[config.mk]
export PLATFORM = sky130hd
export DESIGN_NAME = jsr2d_modulus
export DESIGN_NICKNAME = d
export VERILOG_FILES = /design/src/jsr2d_pkg.sv /design/src/jsr2d_modulus.sv
export SDC_FILE = /design/constraint.sdc
export NUM_CORES = 2
export LEC_CHECK = 0
export BUFFER_PORTS_ARGS = -buffer_cell sky130_fd_sc_hd__buf_2
export CAP_MARGIN = 40
export CORE_MARGIN = 4
export CORE_UTILIZATION = 30
export CTS_BUF_LIST = sky130_fd_sc_hd__clkbuf_4 sky130_fd_sc_hd__clkbuf_8
export CTS_CLUSTER_DIAMETER = 50
export DETAILED_ROUTE_END_ITERATION = 7
export PLACE_DENSITY = 0.47
export SYNTH_ARGS = -nofsm -noshare
export SYNTH_HDL_FRONTEND = slang
export SYNTH_SLANG_ARGS = --single-unit
export TNS_END_PERCENT = 5
[constraint.sdc]
create_clock -name aclk -period 72.6 [get_ports aclk]
set_input_delay 7.26 -clock aclk [delete_from_list [all_inputs] [get_ports aclk]]
set_output_delay 7.26 -clock aclk [all_outputs]
set_load 0.03 [all_outputs]
[src/jsr2d_pkg.sv]
package jsr2d_pkg;

    localparam int GRAD_W     = 32;
    localparam int STRESS_W   = 32;
    localparam int TEMP_W     = 16;
    localparam int SUM_W      = 48;
    localparam int MOD_W      = 31;
    localparam int CFG_IDX_W  = 3;
    localparam int CFG_DATA_W = 31;

    // Register indexes of the configuration port
    localparam logic [CFG_IDX_W-1:0] CFG_SHEAR_DEFAULT = 3'd0;
    localparam logic [CFG_IDX_W-1:0] CFG_TABLE_ENABLE  = 3'd1;
    localparam logic [CFG_IDX_W-1:0] CFG_TEMP_KNOT_A   = 3'd2;
    localparam logic [CFG_IDX_W-1:0] CFG_TEMP_KNOT_B   = 3'd3;
    localparam logic [CFG_IDX_W-1:0] CFG_TEMP_KNOT_C   = 3'd4;
    localparam logic [CFG_IDX_W-1:0] CFG_MOD_KNOT_A    = 3'd5;
    localparam logic [CFG_IDX_W-1:0] CFG_MOD_KNOT_B    = 3'd6;
    localparam logic [CFG_IDX_W-1:0] CFG_MOD_KNOT_C    = 3'd7;

    typedef struct packed {
        logic [MOD_W-1:0]  shear_default;
        logic              table_en;
        logic [TEMP_W-1:0] temp_a;
        logic [TEMP_W-1:0] temp_b;
        logic [TEMP_W-1:0] temp_c;
        logic [MOD_W-1:0]  mod_a;
        logic [MOD_W-1:0]  mod_b;
        logic [MOD_W-1:0]  mod_c;
    } cfg_t;

endpackage

[src/jsr2d_modulus.sv]
module jsr2d_modulus (
    input  logic                          aclk,
    input  logic                          en,
    input  jsr2d_pkg::cfg_t               cfg,
    input  logic [jsr2d_pkg::TEMP_W-1:0]  temp,
    output logic [jsr2d_pkg::MOD_W-1:0]   g
);
    import jsr2d_pkg::*;

    localparam int DIV_STAGES = 4;
    localparam int STEPS      = 8;
    localparam int QW         = DIV_STAGES * STEPS;
    localparam int DW         = TEMP_W;
    localparam int NW         = QW + DW;
    localparam int GW         = MOD_W + 3;

    typedef enum logic [1:0] {
        GSEL_DEFAULT,
        GSEL_FIXED,
        GSEL_INTERP
    } gsel_t;

    typedef struct packed {
        gsel_t            sel;
        logic [MOD_W-1:0] m0;
        logic             neg;
        logic [DW-1:0]    den;
        logic [DW-1:0]    rem;
        logic [QW-1:0]    nlo;
        logic [QW-1:0]    q;
    } div_t;

    div_t             st_reg   [0:DIV_STAGES];
    div_t             div_next [1:DIV_STAGES];
    div_t             sel_next;
    logic [MOD_W-1:0] g_reg;
    logic [MOD_W-1:0] g_next;

    logic [TEMP_W-1:0] t0, t1, dt;
    logic [MOD_W-1:0]  m0, m1;
    logic [MOD_W:0]    dm, mag;
    logic [NW-1:0]     num;
    logic [DW:0]       trial;
    logic [GW-1:0]     qx, qr, gi;
    div_t              fin;

    // Segment select and numerator product
    always_comb begin
        sel_next = '0;
        if (temp < cfg.temp_b) begin
            t0 = cfg.temp_a;
            t1 = cfg.temp_b;
            m0 = cfg.mod_a;
            m1 = cfg.mod_b;
        end else begin
            t0 = cfg.temp_b;
            t1 = cfg.temp_c;
            m0 = cfg.mod_b;
            m1 = cfg.mod_c;
        end
        dm  = {1'b0, m1} - {1'b0, m0};
        mag = dm[MOD_W] ? ((MOD_W+1)'(0) - dm) : dm;
        dt  = temp - t0;
        num = NW'(mag[MOD_W-1:0]) * NW'(dt);

        sel_next.m0  = m0;
        sel_next.neg = dm[MOD_W];
        sel_next.den = t1 - t0;
        sel_next.rem = num[NW-1:QW];
        sel_next.nlo = num[QW-1:0];
        if (!cfg.table_en) begin
            sel_next.sel = GSEL_DEFAULT;
        end else if (temp <= cfg.temp_a) begin
            sel_next.sel = GSEL_FIXED;
            sel_next.m0  = cfg.mod_a;
        end else if (temp >= cfg.temp_c) begin
            sel_next.sel = GSEL_FIXED;
            sel_next.m0  = cfg.mod_c;
        end else if (t1 <= t0) begin
            sel_next.sel = GSEL_DEFAULT;
        end else begin
            sel_next.sel = GSEL_INTERP;
        end
    end

    // Restoring division, STEPS quotient bits per stage
    always_comb begin
        trial = '0;
        for (int k = 1; k <= DIV_STAGES; k++) begin
            div_next[k] = st_reg[k-1];
            for (int s = 0; s < STEPS; s++) begin
                trial = {div_next[k].rem, div_next[k].nlo[QW-1]};
                div_next[k].nlo = {div_next[k].nlo[QW-2:0], 1'b0};
                if (trial >= {1'b0, div_next[k].den}) begin
                    div_next[k].rem = DW'(trial - {1'b0, div_next[k].den});
                    div_next[k].q   = {div_next[k].q[QW-2:0], 1'b1};
                end else begin
                    div_next[k].rem = trial[DW-1:0];
                    div_next[k].q   = {div_next[k].q[QW-2:0], 1'b0};
                end
            end
        end
    end

    // Floor the signed quotient, add the base knot, fall back to the default
    always_comb begin
        fin = st_reg[DIV_STAGES];
        qx  = GW'(fin.q);
        qr  = (fin.rem != '0) ? (qx + GW'(1)) : qx;
        gi  = GW'(fin.m0) + (fin.neg ? (GW'(0) - qr) : qx);
        case (fin.sel)
            GSEL_FIXED: begin
                g_next = (fin.m0 == '0) ? cfg.shear_default : fin.m0;
            end
            GSEL_INTERP: begin
                g_next = (gi[GW-1] || gi == '0) ? cfg.shear_default : gi[MOD_W-1:0];
            end
            default: begin
                g_next = cfg.shear_default;
            end
        endcase
    end

    always_ff @(posedge aclk) begin
        if (en) begin
            st_reg[0] <= sel_next;
            for (int k = 1; k <= DIV_STAGES; k++) begin
                st_reg[k] <= div_next[k];
            end
            g_reg <= g_next;
        end
    end

    assign g = g_reg;

endmodule

==> results.yml <==
sta:
  hold_viol: 0
  final.setup.tns_ps: 0
  setup_viol: 0
  max_freq_mhz: 34.8
  tightest_slew_ps: 1040
  fin_crit_sh_pct: 39.6
  drv_slew: 0
  finClkSkew_ps: 119
  slew_headroom_pct: 30.4
  finalCriticalPeriod_ps: 28770
  rsz0062_at_grt: "false"
global_route:
  grt_max_degree: 181
  antenna_found_initial: 31
  grt_pass1_wl_mm: 349
  grt_util_all_layers_pct: 18.9
  overflow: 0
  grt_pass1_vias: 57600
logic_synthesis:
  yosysWarnings: 0
  ys_seq_area_share_pct: 21.9
  synth-compound-area-share_pct: 16.3
  yosys.area_share.simple_pct: 15.8
  synth_largest_area_cell: "edfxtp_1"
  syn_avg_cell_area_um2: 8.96
  syn_inst: 7704
  synthAdderAreaFrac_pct: 26.8
  synth_area_um2: 69000
  synth_flop_cell: "edfxtp_1"
  synthXorXnorAreaFrac_pct: 6.50
  synth_area_leaders: "edfxtp_1, ha_1, fa_1"
  syn_nets: 9111
  yosys.area.top_type_share_pct: 21.9
  synthMuxAreaShare_pct: 6.90
  async_flop_share_pct: 0
  synth-seq-cells: 504
  synth.cells.most_frequent: "inv_1, nand2_1, ha_1, edfxtp_1, nor2_1"
  synth_edf_count: 504
  yosysUniqueCellTypes: 109
  synth_top_family_by_area: "adder cells"
  synth_most_common_cell: "inv_1"
floorplan:
  dieArea_um2: 238000
  core_area_um2: 228000
  die_w_um: 488
  die_h_um: 488
  fp-row-count: 175
  start_util_pct: 30.2
  io_pins: 222
clocking:
  root_buffer: "clkbuf_8"
  clock-sinks: 504
  clock_path_buffers: 3
  clk_latency_ps: 880
  cts_resized: 0
  cts_buffers: 101
  clk_pin_slew_ps: 60
  cts_tree: "done"
  cts_hold_buf: 0
  htree_num_levels: 3
  postCtsSetupBuffers: 0
final_layout:
  fin_nets: 9344
  largest_register_ff_count: 473
  multiInputGateArea_um2: 50000
  fillCellCount: 23700
  drive_gt1_share_pct: 11.5
  utilization_pct: 33.5
  area_delta_synth_final_pct: 10.9
  final-seq-area_um2: 15100
  fin_area_um2: 76500
placed_design:
  io_buffers: 221
  gp_congestion: 0.918
  hpwlAfterDp_mm: 184
  dpl_cell_area_um2: 74200
setup_path:
  worst-endpoint-arrival_ps: 29310
  critPathKind: "flop to flop"
  end_kind: "flop"
  cp_max_fo: 23
  worstSetupStartpointType: "flop"
  cp.buffers_inverters: 16
  r2r_cells: 111
  worst_path_most_repeated_cell: "o21ai_0"
  slowest_stage: "edfxtp_1"
  required_ps: 73140
  cp_top_family: "compound AO/OA/AOI/OAI gates"
  cpPeakStageDelay_ps: 870
  cp.depth: 111
route:
  dr.pass1.iters: 6
  remaining_drc_errors: 0
  vias: 57600
  drtIter0Drc: 3408
  wl_per_cell_um: 20.8
  detail-route-antenna-nets: 0
  vias_per_cell: 5.22
  wl_mm: 229
run_status:
  status: "completed"
hold_path:
  holdPathStages: 0
  hold_class: "flop to flop"
flow_run:
  cap_violations: 0
worst paths after layout:
| kind | endpoint | startpoint | slack [ps] |
|---|---|---|---|
| worst min register to register | st_reg[0][446] | st_reg[0][308] | 360 |
| worst max-delay path | st_reg[0][196] | st_reg[0][81] | 43830 |
| worst min-delay path | st_reg[0][446] | st_reg[0][308] | 360 |
| worst max register to register | st_reg[0][196] | st_reg[0][81] | 43830 |
worst reg2reg max path: cells and delay by family (launching register included):
family                     cells  cell delay [ps]
AOI/OAI and AO/OA             65            16630
adders and majority gates      8             2630
buffers and inverters         16             3720
DFF                            1              870
muxes                          3             1340
and+or+nand+nor               19             3320
routing by layer:
metal | up-vias | GRT usage, % | routed length [um]
li1 | 27800 | - | -
met2 | 1327 | 32.4 | 111000
met1 | 28200 | 25.1 | 104000
met3 | 320 | 1.91 | 8790
met4 | 4 | 5.20 | 6220
met5 | - | 0 | 20
cells in the final DEF, fill, tap and decap left out, types with 44 or more instances in the layout:
master,Yosys,routed
a211oi_1,53,53
a21boi_0,67,67
a21o_1,198,198
a21oi_1,427,426
and2_1,106,106
and3_1,49,49
buf_2,21,220
buf_4,3,89
clkbuf_8,0,101
edfxtp_1,504,504
fa_1,440,439
ha_1,776,776
inv_1,833,833
mux2_2,305,305
mux2i_1,101,101
nand2_1,782,782
nand2b_1,115,115
nand3_1,114,114
nand4_1,128,128
nor2_1,494,490
nor2b_1,155,155
nor3_1,126,126
nor4_1,44,44
o21a_1,94,94
o21ai_0,413,412
o21bai_1,54,54
o22ai_1,46,46
or3_1,47,47
xnor2_1,342,331
xor2_1,170,168
through the flow:
stage,hold WS [ps],instances,setup slack (ps)
floorplan,400,7704,48890
global placement,401,10800,43340
detailed placement,405,10800,44040
CTS,344,11000,43880
global route,337,11000,41290
finish,362,11100,43830
layout make-up:
type | count | share of cell area [%]
repair buffers | 324 | 2.69
multi-input cells | 6160 | 65.4
clock buffers | 125 | 2.05
diodes | 18 | 0.0589
clock inverters | 64 | 0.968
inverters | 846 | 4.15
well taps | 3009 | 4.92
flip-flops and latches | 504 | 19.8
kinds of logic (layout without fill, tap and decap cells):
family,after synthesis,in the layout
flops,504,504
buf+inv,1040,1359
other cells,0,18
compound gates,1735,1735
mux,429,429
fa+ha+maj,1216,1216
simple gates,2268,2268
xor+xnor,512,512
Power is not shown: default switching activity piles up to over one toggle a cycle in this logic, so the estimate is an artifact.
